`src/priority_tick_task_scheduler_defines.svh`:
```
// Assertion helpers for the scheduler back end.
`ifndef PRIORITY_TICK_TASK_SCHEDULER_DEFINES_SVH
`define PRIORITY_TICK_TASK_SCHEDULER_DEFINES_SVH

// Checked only out of reset.
`define PTTS_ASSERT(lbl, prop, msg) \
  lbl: assert property (@(posedge clk) disable iff (rst) prop) else $error(msg);

// Checked on every edge, reset included.
`define PTTS_ASSERT_ALWAYS(lbl, prop, msg) \
  lbl: assert property (@(posedge clk) prop) else $error(msg);

`endif

```
`src/ptts_pkg.sv`:
```
package ptts_pkg;

  localparam int TASK_SLOTS  = 8;
  localparam int SLOT_W      = (TASK_SLOTS > 1) ? $clog2(TASK_SLOTS) : 1;
  localparam int ID_W        = 3;
  localparam int QUEUE_DEPTH = 2;
  localparam int QPTR_W      = (QUEUE_DEPTH > 1) ? $clog2(QUEUE_DEPTH) : 1;
  localparam int QCNT_W      = $clog2(QUEUE_DEPTH + 1);

  localparam logic [7:0] PRIO_START = 8'hFF;

  localparam logic [1:0] KIND_TICK   = 2'd0;
  localparam logic [1:0] KIND_CREATE = 2'd1;
  localparam logic [1:0] KIND_DELETE = 2'd2;

  typedef logic [SLOT_W-1:0] slot_idx_t;
  typedef logic [ID_W-1:0]   id_t;

  typedef enum logic [1:0] {
    OP_TICK,
    OP_CREATE,
    OP_DELETE
  } cmd_op_t;

  typedef struct packed {
    cmd_op_t    op;
    slot_idx_t  slot;
    logic [7:0] priority_val;
    logic [7:0] period;
    logic [7:0] first_delay;
  } cmd_t;

  typedef enum logic [1:0] {
    ST_IDLE,
    ST_SCAN,
    ST_UPDATE,
    ST_FLUSH
  } back_state_t;

endpackage

```
`src/ptts_front.sv`:
```
module ptts_front (
  input  logic              clk,
  input  logic              rst,
  input  logic              in_valid,
  output logic              in_stall,
  input  logic [1:0]        kind,
  input  logic [2:0]        slot_id,
  input  logic [7:0]        new_priority,
  input  logic [7:0]        new_period,
  input  logic [7:0]        new_first_delay,
  output logic              push_valid,
  output ptts_pkg::cmd_t    push_cmd,
  input  logic              push_ready
);
  import ptts_pkg::*;

  logic hold_valid;
  logic hold_valid_next;
  cmd_t hold_cmd;
  cmd_t cls_cmd;
  logic cls_keep;
  logic in_range;
  logic accept;

  assign in_range = ({{(32-ID_W){1'b0}}, slot_id}) < TASK_SLOTS;
  assign accept   = in_valid && !in_stall;
  assign in_stall = hold_valid && !push_ready;

  // Decode the word; bad kinds and out-of-range slots are dropped here.
  always_comb begin
    cls_cmd.slot         = slot_idx_t'(slot_id);
    cls_cmd.priority_val = new_priority;
    cls_cmd.period       = new_period;
    cls_cmd.first_delay  = new_first_delay;
    cls_cmd.op           = OP_TICK;
    cls_keep             = 1'b0;
    unique case (kind)
      KIND_TICK: begin
        cls_cmd.op = OP_TICK;
        cls_keep   = 1'b1;
      end
      KIND_CREATE: begin
        cls_cmd.op = OP_CREATE;
        cls_keep   = in_range;
      end
      KIND_DELETE: begin
        cls_cmd.op = OP_DELETE;
        cls_keep   = in_range;
      end
      default: begin
        cls_keep = 1'b0;
      end
    endcase
  end

  assign hold_valid_next = (accept && cls_keep) || (hold_valid && !push_ready);

  always_ff @(posedge clk) begin
    if (rst) begin
      hold_valid <= 1'b0;
    end else begin
      hold_valid <= hold_valid_next;
    end
  end

  always_ff @(posedge clk) begin
    if (accept && cls_keep) begin
      hold_cmd <= cls_cmd;
    end
  end

  assign push_valid = hold_valid;
  assign push_cmd   = hold_cmd;

endmodule

```
`src/ptts_queue.sv`:
```
module ptts_queue (
  input  logic            clk,
  input  logic            rst,
  input  logic            push_valid,
  input  ptts_pkg::cmd_t  push_cmd,
  output logic            push_ready,
  output logic            pop_valid,
  output ptts_pkg::cmd_t  pop_cmd,
  input  logic            pop_ready
);
  import ptts_pkg::*;

  cmd_t               entries [QUEUE_DEPTH];
  logic [QPTR_W-1:0]  wr_ptr;
  logic [QPTR_W-1:0]  rd_ptr;
  logic [QCNT_W-1:0]  count;
  logic               do_push;
  logic               do_pop;

  assign push_ready = count != QCNT_W'(QUEUE_DEPTH);
  assign pop_valid  = count != '0;
  assign do_push    = push_valid && push_ready;
  assign do_pop     = pop_valid && pop_ready;
  assign pop_cmd    = entries[rd_ptr];

  always_ff @(posedge clk) begin
    if (rst) begin
      wr_ptr <= '0;
      rd_ptr <= '0;
      count  <= '0;
    end else begin
      if (do_push) begin
        wr_ptr <= (wr_ptr == QPTR_W'(QUEUE_DEPTH - 1)) ? '0 : wr_ptr + 1'b1;
      end
      if (do_pop) begin
        rd_ptr <= (rd_ptr == QPTR_W'(QUEUE_DEPTH - 1)) ? '0 : rd_ptr + 1'b1;
      end
      priority if (do_push && !do_pop) begin
        count <= count + 1'b1;
      end else if (do_pop && !do_push) begin
        count <= count - 1'b1;
      end
    end
  end

  always_ff @(posedge clk) begin
    if (do_push) begin
      entries[wr_ptr] <= push_cmd;
    end
  end

endmodule

```
`src/ptts_back.sv`:
```
`include "priority_tick_task_scheduler_defines.svh"

module ptts_back (
  input  logic            clk,
  input  logic            rst,
  input  logic            cmd_valid,
  input  ptts_pkg::cmd_t  cmd,
  output logic            cmd_ready,
  output logic            out_valid,
  input  logic            out_stall,
  output ptts_pkg::id_t   dispatched_id,
  output logic            last
);
  import ptts_pkg::*;

  back_state_t state;
  back_state_t state_next;

  logic [TASK_SLOTS-1:0] slot_valid;
  logic [7:0]            slot_priority  [TASK_SLOTS];
  logic [7:0]            slot_period    [TASK_SLOTS];
  logic [7:0]            slot_countdown [TASK_SLOTS];

  slot_idx_t  idx;
  logic [7:0] best;
  logic       pend_valid;
  slot_idx_t  pend_id;
  id_t        out_id;
  logic       out_last;

  logic       idx_last;
  logic       cur_valid;
  logic [7:0] cur_prio;
  logic [7:0] cur_cd;
  logic [7:0] cur_period;
  logic       cur_ready;
  logic       cur_disp;
  logic       out_free;

  logic       cmd_pop;
  logic       walk_step;
  logic       out_load;
  slot_idx_t  out_load_id;
  logic       out_load_last;

  assign idx_last   = idx == slot_idx_t'(TASK_SLOTS - 1);
  assign cur_valid  = slot_valid[idx];
  assign cur_prio   = slot_priority[idx];
  assign cur_cd     = slot_countdown[idx];
  assign cur_period = slot_period[idx];
  assign cur_ready  = cur_valid && (cur_cd == 8'd0);
  assign cur_disp   = cur_ready && (cur_prio == best);
  assign out_free   = !out_valid || !out_stall;

  always_comb begin
    state_next = state;
    unique case (state)
      ST_IDLE: begin
        if (cmd_valid && cmd.op == OP_TICK) begin
          state_next = ST_SCAN;
        end
      end
      ST_SCAN: begin
        if (idx_last) begin
          state_next = ST_UPDATE;
        end
      end
      ST_UPDATE: begin
        if (walk_step && idx_last) begin
          state_next = ST_FLUSH;
        end
      end
      ST_FLUSH: begin
        if (!pend_valid || out_free) begin
          state_next = ST_IDLE;
        end
      end
      default: begin
        state_next = ST_IDLE;
      end
    endcase
  end

  always_comb begin
    cmd_pop       = 1'b0;
    walk_step     = 1'b0;
    out_load      = 1'b0;
    out_load_id   = pend_id;
    out_load_last = 1'b0;
    unique case (state)
      ST_IDLE: begin
        cmd_pop = cmd_valid;
      end
      ST_SCAN: begin
        walk_step = 1'b1;
      end
      ST_UPDATE: begin
        // A new dispatch pushes out the held one, which is then known not last.
        walk_step = !(cur_disp && pend_valid && !out_free);
        out_load  = cur_disp && pend_valid && out_free;
      end
      ST_FLUSH: begin
        out_load      = pend_valid && out_free;
        out_load_last = 1'b1;
      end
      default: begin
        cmd_pop = 1'b0;
      end
    endcase
  end

  assign cmd_ready = cmd_pop;

  always_ff @(posedge clk) begin
    if (rst) begin
      state      <= ST_IDLE;
      idx        <= '0;
      pend_valid <= 1'b0;
      out_valid  <= 1'b0;
      slot_valid <= '0;
    end else begin
      state <= state_next;
      if (cmd_pop && cmd.op == OP_TICK) begin
        idx <= '0;
      end else if (walk_step) begin
        idx <= idx_last ? '0 : idx + 1'b1;
      end
      if (cmd_pop && cmd.op == OP_CREATE) begin
        slot_valid[cmd.slot] <= 1'b1;
      end
      if (cmd_pop && cmd.op == OP_DELETE) begin
        slot_valid[cmd.slot] <= 1'b0;
      end
      if (state == ST_UPDATE && walk_step && cur_disp) begin
        pend_valid <= 1'b1;
      end else if (state == ST_FLUSH && out_load) begin
        pend_valid <= 1'b0;
      end
      if (out_load) begin
        out_valid <= 1'b1;
      end else if (!out_stall) begin
        out_valid <= 1'b0;
      end
    end
  end

  always_ff @(posedge clk) begin
    if (cmd_pop && cmd.op == OP_TICK) begin
      best <= PRIO_START;
    end else if (state == ST_SCAN && cur_ready && cur_prio < best) begin
      best <= cur_prio;
    end
    if (state == ST_UPDATE && walk_step) begin
      if (cur_cd != 8'd0) begin
        slot_countdown[idx] <= cur_cd - 8'd1;
      end else if (cur_disp) begin
        slot_countdown[idx] <= cur_period + 8'hFF;
      end
      if (cur_disp) begin
        pend_id <= idx;
      end
    end
    if (cmd_pop && cmd.op == OP_CREATE) begin
      slot_priority[cmd.slot]  <= cmd.priority_val;
      slot_period[cmd.slot]    <= cmd.period;
      slot_countdown[cmd.slot] <= cmd.first_delay;
    end
    if (out_load) begin
      out_id   <= id_t'(out_load_id);
      out_last <= out_load_last;
    end
  end

  assign dispatched_id = out_id;
  assign last          = out_last;

  `PTTS_ASSERT(a_pop_idle, cmd_pop |-> state == ST_IDLE, "command taken outside idle")
  `PTTS_ASSERT(a_pend_walk, pend_valid |-> (state == ST_UPDATE || state == ST_FLUSH), "held dispatch outside tick")
  `PTTS_ASSERT(a_flush_done, (state == ST_FLUSH && !pend_valid) |=> state == ST_IDLE, "flush did not finish")
  `PTTS_ASSERT(a_last_flush, (out_load && out_load_last) |=> (state == ST_IDLE && !pend_valid), "last word left a dispatch behind")
  `PTTS_ASSERT_ALWAYS(a_rst_quiet, rst |=> (!out_valid && state == ST_IDLE), "reset left output busy")

endmodule

```
`src/priority_tick_task_scheduler.sv`:
```
// Priority tick scheduler over TASK_SLOTS task slots. The back end takes create and delete
// words while idle. A tick in the back end makes one pass over the slot table to find the
// best ready priority, a second pass that decrements each nonzero countdown, reloads the
// countdown of each dispatched slot and emits dispatches in slot order, and a flush step
// that releases the final dispatch, which carries last. The back end walks the table one
// slot per cycle, which sets the tick time; a stalled output lengthens the update pass.
// A two-word queue between the front and back ends buffers input words during a tick.
module priority_tick_task_scheduler (
  input  logic       clk,
  input  logic       rst,
  input  logic       in_valid,
  output logic       in_stall,
  input  logic [1:0] kind,
  input  logic [2:0] slot_id,
  input  logic [7:0] new_priority,
  input  logic [7:0] new_period,
  input  logic [7:0] new_first_delay,
  output logic       out_valid,
  input  logic       out_stall,
  output logic [2:0] dispatched_id,
  output logic       last
);
  import ptts_pkg::*;

  logic push_valid;
  logic push_ready;
  cmd_t push_cmd;
  logic pop_valid;
  logic pop_ready;
  cmd_t pop_cmd;

  ptts_front u_front (
    .clk             (clk),
    .rst             (rst),
    .in_valid        (in_valid),
    .in_stall        (in_stall),
    .kind            (kind),
    .slot_id         (slot_id),
    .new_priority    (new_priority),
    .new_period      (new_period),
    .new_first_delay (new_first_delay),
    .push_valid      (push_valid),
    .push_cmd        (push_cmd),
    .push_ready      (push_ready)
  );

  ptts_queue u_queue (
    .clk        (clk),
    .rst        (rst),
    .push_valid (push_valid),
    .push_cmd   (push_cmd),
    .push_ready (push_ready),
    .pop_valid  (pop_valid),
    .pop_cmd    (pop_cmd),
    .pop_ready  (pop_ready)
  );

  ptts_back u_back (
    .clk           (clk),
    .rst           (rst),
    .cmd_valid     (pop_valid),
    .cmd           (pop_cmd),
    .cmd_ready     (pop_ready),
    .out_valid     (out_valid),
    .out_stall     (out_stall),
    .dispatched_id (dispatched_id),
    .last          (last)
  );

endmodule
```
`config.mk`:
```
export PLATFORM = sky130hd
export DESIGN_NAME = priority_tick_task_scheduler
export DESIGN_NICKNAME = d
export VERILOG_FILES = /design/src/ptts_pkg.sv /design/src/ptts_front.sv /design/src/ptts_queue.sv /design/src/ptts_back.sv /design/src/priority_tick_task_scheduler.sv
export VERILOG_INCLUDE_DIRS = /design/src /design/src/src
export SDC_FILE = /design/constraint.sdc
export NUM_CORES = 1
export LEC_CHECK = 0
export ABC_CLOCK_PERIOD_IN_PS = 9200
export BUFFER_PORTS_ARGS = -buffer_cell sky130_fd_sc_hd__buf_2
export CAP_MARGIN = 40
export CELL_PAD_IN_SITES_DETAIL_PLACEMENT = 0
export CELL_PAD_IN_SITES_GLOBAL_PLACEMENT = 1
export CORE_UTILIZATION = 36
export DETAILED_ROUTE_END_ITERATION = 7
export GPL_TIMING_DRIVEN = 0
export PLACE_DENSITY = 0.61
export SKIP_CTS_REPAIR_TIMING = 1
export SYNTH_ARGS = -nofsm -noshare
export SYNTH_HDL_FRONTEND = slang
export SYNTH_SLANG_ARGS = --single-unit
```
`constraint.sdc`:
```
create_clock -name clk -period 9.2 [get_ports clk]
set_clock_uncertainty 0.05 [all_clocks]
set_input_delay 2.3 -clock clk [delete_from_list [all_inputs] [get_ports clk]]
set_output_delay 2.3 -clock clk [all_outputs]
set_load 0.005 [all_outputs]
```
# --- Word-level counts from Yosys, hierarchy flattened ---
# Memories as Yosys holds them, arrays and structs flattened. A register that Yosys moved wholly into a read port is not among the register bits.
# Index checks and enable logic that the tools add are counted.
word_totals:
  register_bits: 64
  mem_bits_rw: 250
  inputBits: 33
  out_inout_bits: 6
  elab_cells: 151
  n_memories: 4
mem_list:
  columns: ["memory", "words", "word_bits", "rd", "rd_ports_with_merged_regs", "wr", "line_no", "rtl"]
  rows:
  - ["u_back.slot_countdown", 8, 8, 1, 1, 1, "ptts_back.sv:22", "logic [7:0] slot_countdown [TASK_SLOTS];"]
  - ["u_back.slot_period", 8, 8, 1, 1, 1, "ptts_back.sv:21", "logic [7:0] slot_period [TASK_SLOTS];"]
  - ["u_back.slot_priority", 8, 8, 1, 1, 1, "ptts_back.sv:20", "logic [7:0] slot_priority [TASK_SLOTS];"]
  - ["u_queue.entries", 2, 29, 1, 1, 1, "ptts_queue.sv:13", "cmd_t entries [QUEUE_DEPTH];"]
classes:
  n_addsub: 7
  magnitude_cmp: 4
  n_eq_ne: 15
  muxes: 50
  bitwise: 4
  reduce_logical: 49
op_table:
  columns: ["cell", "n"]
  rows:
  - ["$mux 8", 5]
  - ["$mux 1", 25]
  - ["$logic_and 1x1->1", 24]
  - ["$mux 3", 8]
  - ["$mux 2", 6]
  - ["$ne 2x1->1 const B", 5]
  - ["$logic_not 1->1", 9]
  - ["$add 8x8->8 const B", 1]
  - ["$and 8x8->8", 1]
  - ["$eq 2x2->1 const B", 4]
  - ["$eq 8x8->1", 1]
  - ["$logic_not 8->1", 1]
  - ["$lt 3x4->1 const B", 2]
  - ["$lt 8x8->1", 1]
  - ["$not 8->8", 1]
  - ["$or 8x8->8", 1]
  - ["$pmux 2 s4", 1]
  - ["$reduce_bool 8->1", 1]
  - ["$reduce_or 8->1", 1]
  - ["$sub 8x1->8 const B", 1]
  - ["$eq 2x1->1 const B", 3]
  - ["$logic_not 2->1", 3]
  - ["$reduce_bool 2->1", 3]
  - ["$pmux 1 s2", 2]
  - ["16 further kinds", 19]

# --- Depth between registers and ports, before layout ---
depth:
  word_depth: 13
  mapped_depth: 15
  depth_no_buf: 10

# --- Modules after synthesis ---
# From an unflattened synthesis, not the netlist that was laid out.
hier_totals:
  cells_unflattened: 727
  area_unflattened_um2: 12811.0
by_module_without_submodules:
  columns: ["module", "n_inst", "cells_per_inst", "area_per_inst_um2", "seq_area_each_um2"]
  rows:
  - ["ptts_back", 1, 576, 9561.7, 6496.2]
  - ["ptts_queue", 1, 114, 2311.0, 1841.8]
  - ["ptts_front", 1, 37, 938.4, 890.9]

# --- Least setup slack after synthesis ---
# No wires, ideal clock.
synth_timing:
  kind: "register -> register"
  start: "register (tool-made name)"
  end: "memory u_back.slot_countdown[0][0] (enable)"
  setup_time_ps: 387
  arrival_time_ps: 4767
  t_required_ps: 8763
  setup_slack_ps: 3997
  path_stages_with_launch: 14
  path_buffers: 5
  synth_period_minus_slack_ps: 5203
  cell_sequence: "dfxtp_1 > buf_2 > buf_1 > buf_2 > clkbuf_1 > mux4_2 > mux2_2 > ha_1 > nand4_1 > or3_1 > or3_1 > buf_4 > a211o_1 > o31ai_1"
synth_rtl:
  columns: ["element", "line_no"]
  rows:
  - ["to (decl)", "ptts_back.sv:22"]

==> metrics <==
Starting Density 36.8%; gr usage total approximately 16%; Top delay family on crit path buffers and inverters; Seq cells post-synth ~320; worst vdd ir between 0.15 and 0.2 mV; Startpoint Class flop; H-tree levels 2; Area after DPL between 10000 and 15000 um^2; Worst EP required approximately 9.4 ns; fin crit share 65.1%; Crit. End Element flop; CP Max Fanout 10; Pins Over Slew Limit 0; Tightest Hold Check Type reg -> reg; total core area between 30000 and 40000 um^2; PwrDens roughly 250 nW/um^2; root buf cell clkbuf_16; critical path, cell by cell buf_2, buf_1, buf_2, clkbuf_1, mux4_2, mux2_2, ha_1, nand4_1, or3_1, or3_1, buf_4, a211o_1, o21ai_1, buf_4; syn_nets 794; setup violators final 0; setup TNS 0 ns; CP max stage delay ~0.67 ns; Peak Freq 167 MHz; Ant. Diodes 0; clock tree from TritonCTS built; Max-Cap Viols 0; Die W 191 um; Clk pwr share a little over a third; Switch Pwr 0.980 mW; crit path DAT slightly above 6 ns; RSZ-0062 raised after global routing no; hpwl dp between 15 and 20 mm; clock-pin slew on the worst setup and hold paths roughly 0.06 ns; die height 191 um; Syn Area/Cell between 15 and 20 um^2; grt ovf 0; First DRT Iteration DRCs around 520; Gate power share roughly 17%; placed instance count roughly 1300; Max stage delay cell, worst path clkbuf_1; clk buf depth 3; post-synthesis sequential area ratio ~72%; Skew-Pair Late Insertion Delay about 0.52 ns; first-pass GRT wire length roughly 42 mm; minimum clock period 5.99 ns; Die ar. 36300 um^2; I/O pin cnt 39; Reg power frac 47.7%; Hold Path Origin u_back.out_load_id[2]$_DFFE_PP_; Crit path buffers/inverters 6; initial antenna violation count 0; post-synth cell types 56; Mapped Area around 13000 um^2; GP Congestion between 0.7 and 0.8; Ys Warns 0; Pre-antenna DRT Iters 5; Detail Route Antenna Nets 0; P_int approximately 2.8 mW; Final Hold Viols 0; total CTS buffers 35; Layout area overhead 17.4%; final non-filler cell total ~1300; asr flop ratio synth 0%; post-layout util 43.2%; Rows 68; TritonCTS Sinks 318; Lkg Pwr between 5 and 6 nW; Post-synth EDFFs ~290; switching part of the total between 20% and 30%; Slew @ Worst Pin a little over 0.8 ns; share of cells above drive strength 1 a little under a quarter; Vias per Instance roughly 5.0; nets ~900; main flop type after synthesis edfxtp_1; number of global-route vias before repair 6820; DRC errors left 0; Via Count around 6700; IO Port Bufs 37; status completed; Worst slew margin between 40 and 50%; final wirelength about 27 mm; Syn Inst Count around 740; CP Class reg -> reg; Routed wire per std cell ~21 um; pin count of the biggest net entering global routing 30; design area ~15000 um^2
## cell families (layout without fill, tap and decap cells)
kind of cell | count (synthesis) | after routing | synth area share [%]
adders and majority gates | 19 | 19 | 1.86
xor gates and xnor gates | 15 | 15 | 1.03
muxes | 113 | 113 | 13.4
DFF | 318 | 318 | 72.1
buffers and inverters | 58 | 188 | 1.83
and+or+nand+nor | 132 | 132 | 5.21
AOI/OAI and AO/OA | 87 | 87 | 4.66
## power groups by stage
stage / sequential [mW] / combinational [mW] / clock (mW)
after global routing: 1.79 / 0.711 / 1.40
after CTS: 1.78 / 0.653 / 1.35
after detailed placement: 1.81 / 0.649 / 0
after global placement: 1.81 / 0.612 / 0
final: 1.78 / 0.645 / 1.31
after floorplan: 1.80 / 0.438 / 0
## placed cells by master, fill, tap and decap left out, types with 5 or more instances in the layout
master,n
nand4_1,6
buf_8,10
buf_4,10
xor2_1,7
clkinv_2,6
ha_1,19
a221oi_1,6
nor3_1,16
mux4_2,42
clkbuf_16,36
dfxtp_1,32
mux2_2,32
buf_2,47
nand2_1,36
clkbuf_1,18
o21ai_1,6
buf_1,6
a21oi_1,15
nor2_1,22
nand2b_1,12
a22oi_1,5
nand3_1,11
edfxtp_1,286
nor2b_1,7
mux2i_1,38
xnor2_1,8
o21ai_0,18
inv_1,31
clkinv_1,9
## final timing paths
check | endpoint | slack, ns | cells past startpoint
max | u_back.slot_countdown[5][2]$_DFFE_PP_ | 3.21 | 14
min | u_back.dispatched_id[2]$_DFFE_PP_ | 0.37 | 0
max reg2reg | u_back.slot_countdown[5][2]$_DFFE_PP_ | 3.21 | 14
min reg2reg | u_back.dispatched_id[2]$_DFFE_PP_ | 0.37 | 0
## registers in the layout, indices dropped and copies added (netlist names), 2 cells and up, named ones only
register and cells:
u_front.push_cmd 29, u_back.slot_valid 8, u_back.slot_period 64, u_back.out_load_id 3
u_back.state 2, u_back.dispatched_id 3, u_back.idx 3, u_back.slot_countdown 64
u_queue.count 2, u_queue.entries 58, u_back.best 8, u_back.slot_priority 64
## cell usage after synthesis, drive strengths merged (2+ instances only)
| library cell | count | area (um^2) |
|---|---|---|
| a211o | 2 | 17.5 |
| a211oi | 3 | 22.5 |
| a21oi | 15 | 75.1 |
| a221oi | 6 | 52.6 |
| a22oi | 5 | 37.5 |
| a31oi | 2 | 12.5 |
| a41o | 3 | 30.0 |
| and2 | 2 | 12.5 |
| and3 | 5 | 31.3 |
| buf | 15 | 72.6 |
| clkbuf | 11 | 41.3 |
| dfxtp | 32 | 641 |
| edfxtp | 286 | 8590 |
| ha | 19 | 238 |
| inv | 32 | 120 |
| mux2 | 32 | 360 |
| mux2i | 38 | 380 |
| mux4 | 43 | 972 |
| nand2 | 36 | 135 |
| nand2b | 12 | 75.1 |
| nand3 | 11 | 55.1 |
| nand4 | 6 | 37.5 |
| nor2 | 24 | 90.1 |
| nor2b | 7 | 43.8 |
| nor3 | 16 | 80.1 |
| nor4 | 2 | 12.5 |
| nor4b | 3 | 32.5 |
| o21a | 3 | 22.5 |
| o21ai | 24 | 120 |
| o21bai | 2 | 15.0 |
| o221a | 2 | 22.5 |
| o2bb2ai | 2 | 17.5 |
| o311ai | 2 | 17.5 |
| o31ai | 4 | 30.0 |
| o32ai | 4 | 35.0 |
| or3 | 4 | 25.0 |
| or4b | 2 | 20.0 |
| xnor2 | 8 | 70.1 |
| xor2 | 7 | 61.3 |
## area by class of cell
cell class | count | area (um^2)
fill | 3072 | 19800
sequential | 318 | 9230
multi-input combinational | 366 | 3370
clock buffer | 44 | 941
tap | 455 | 569
timing repair buffer | 66 | 551
clock inverter | 20 | 136
inverter | 32 | 120
buffer | 26 | 114
## through the flow
step | hold slack [ns] | power [mW] | worst slack (ns)
after CTS | 0.367 | 3.78 | 3.08
final | 0.366 | 3.74 | 3.21
after global routing | 0.376 | 3.90 | 2.83
after detailed placement | 0.355 | 2.46 | 3.07
after global placement | 0.356 | 2.43 | 1.85
after floorplan | 0.350 | 2.24 | 4.00
## routing by layer
metal,GRT usage (%),vias up,part of all wire (%)
met5,0,-,0
met4,3.85,0,1.7
met3,2.78,36,3.9
met2,25.0,124,47
met1,22.3,3392,48
li1,-,3142,-
(Power assumes the default switching activity.)
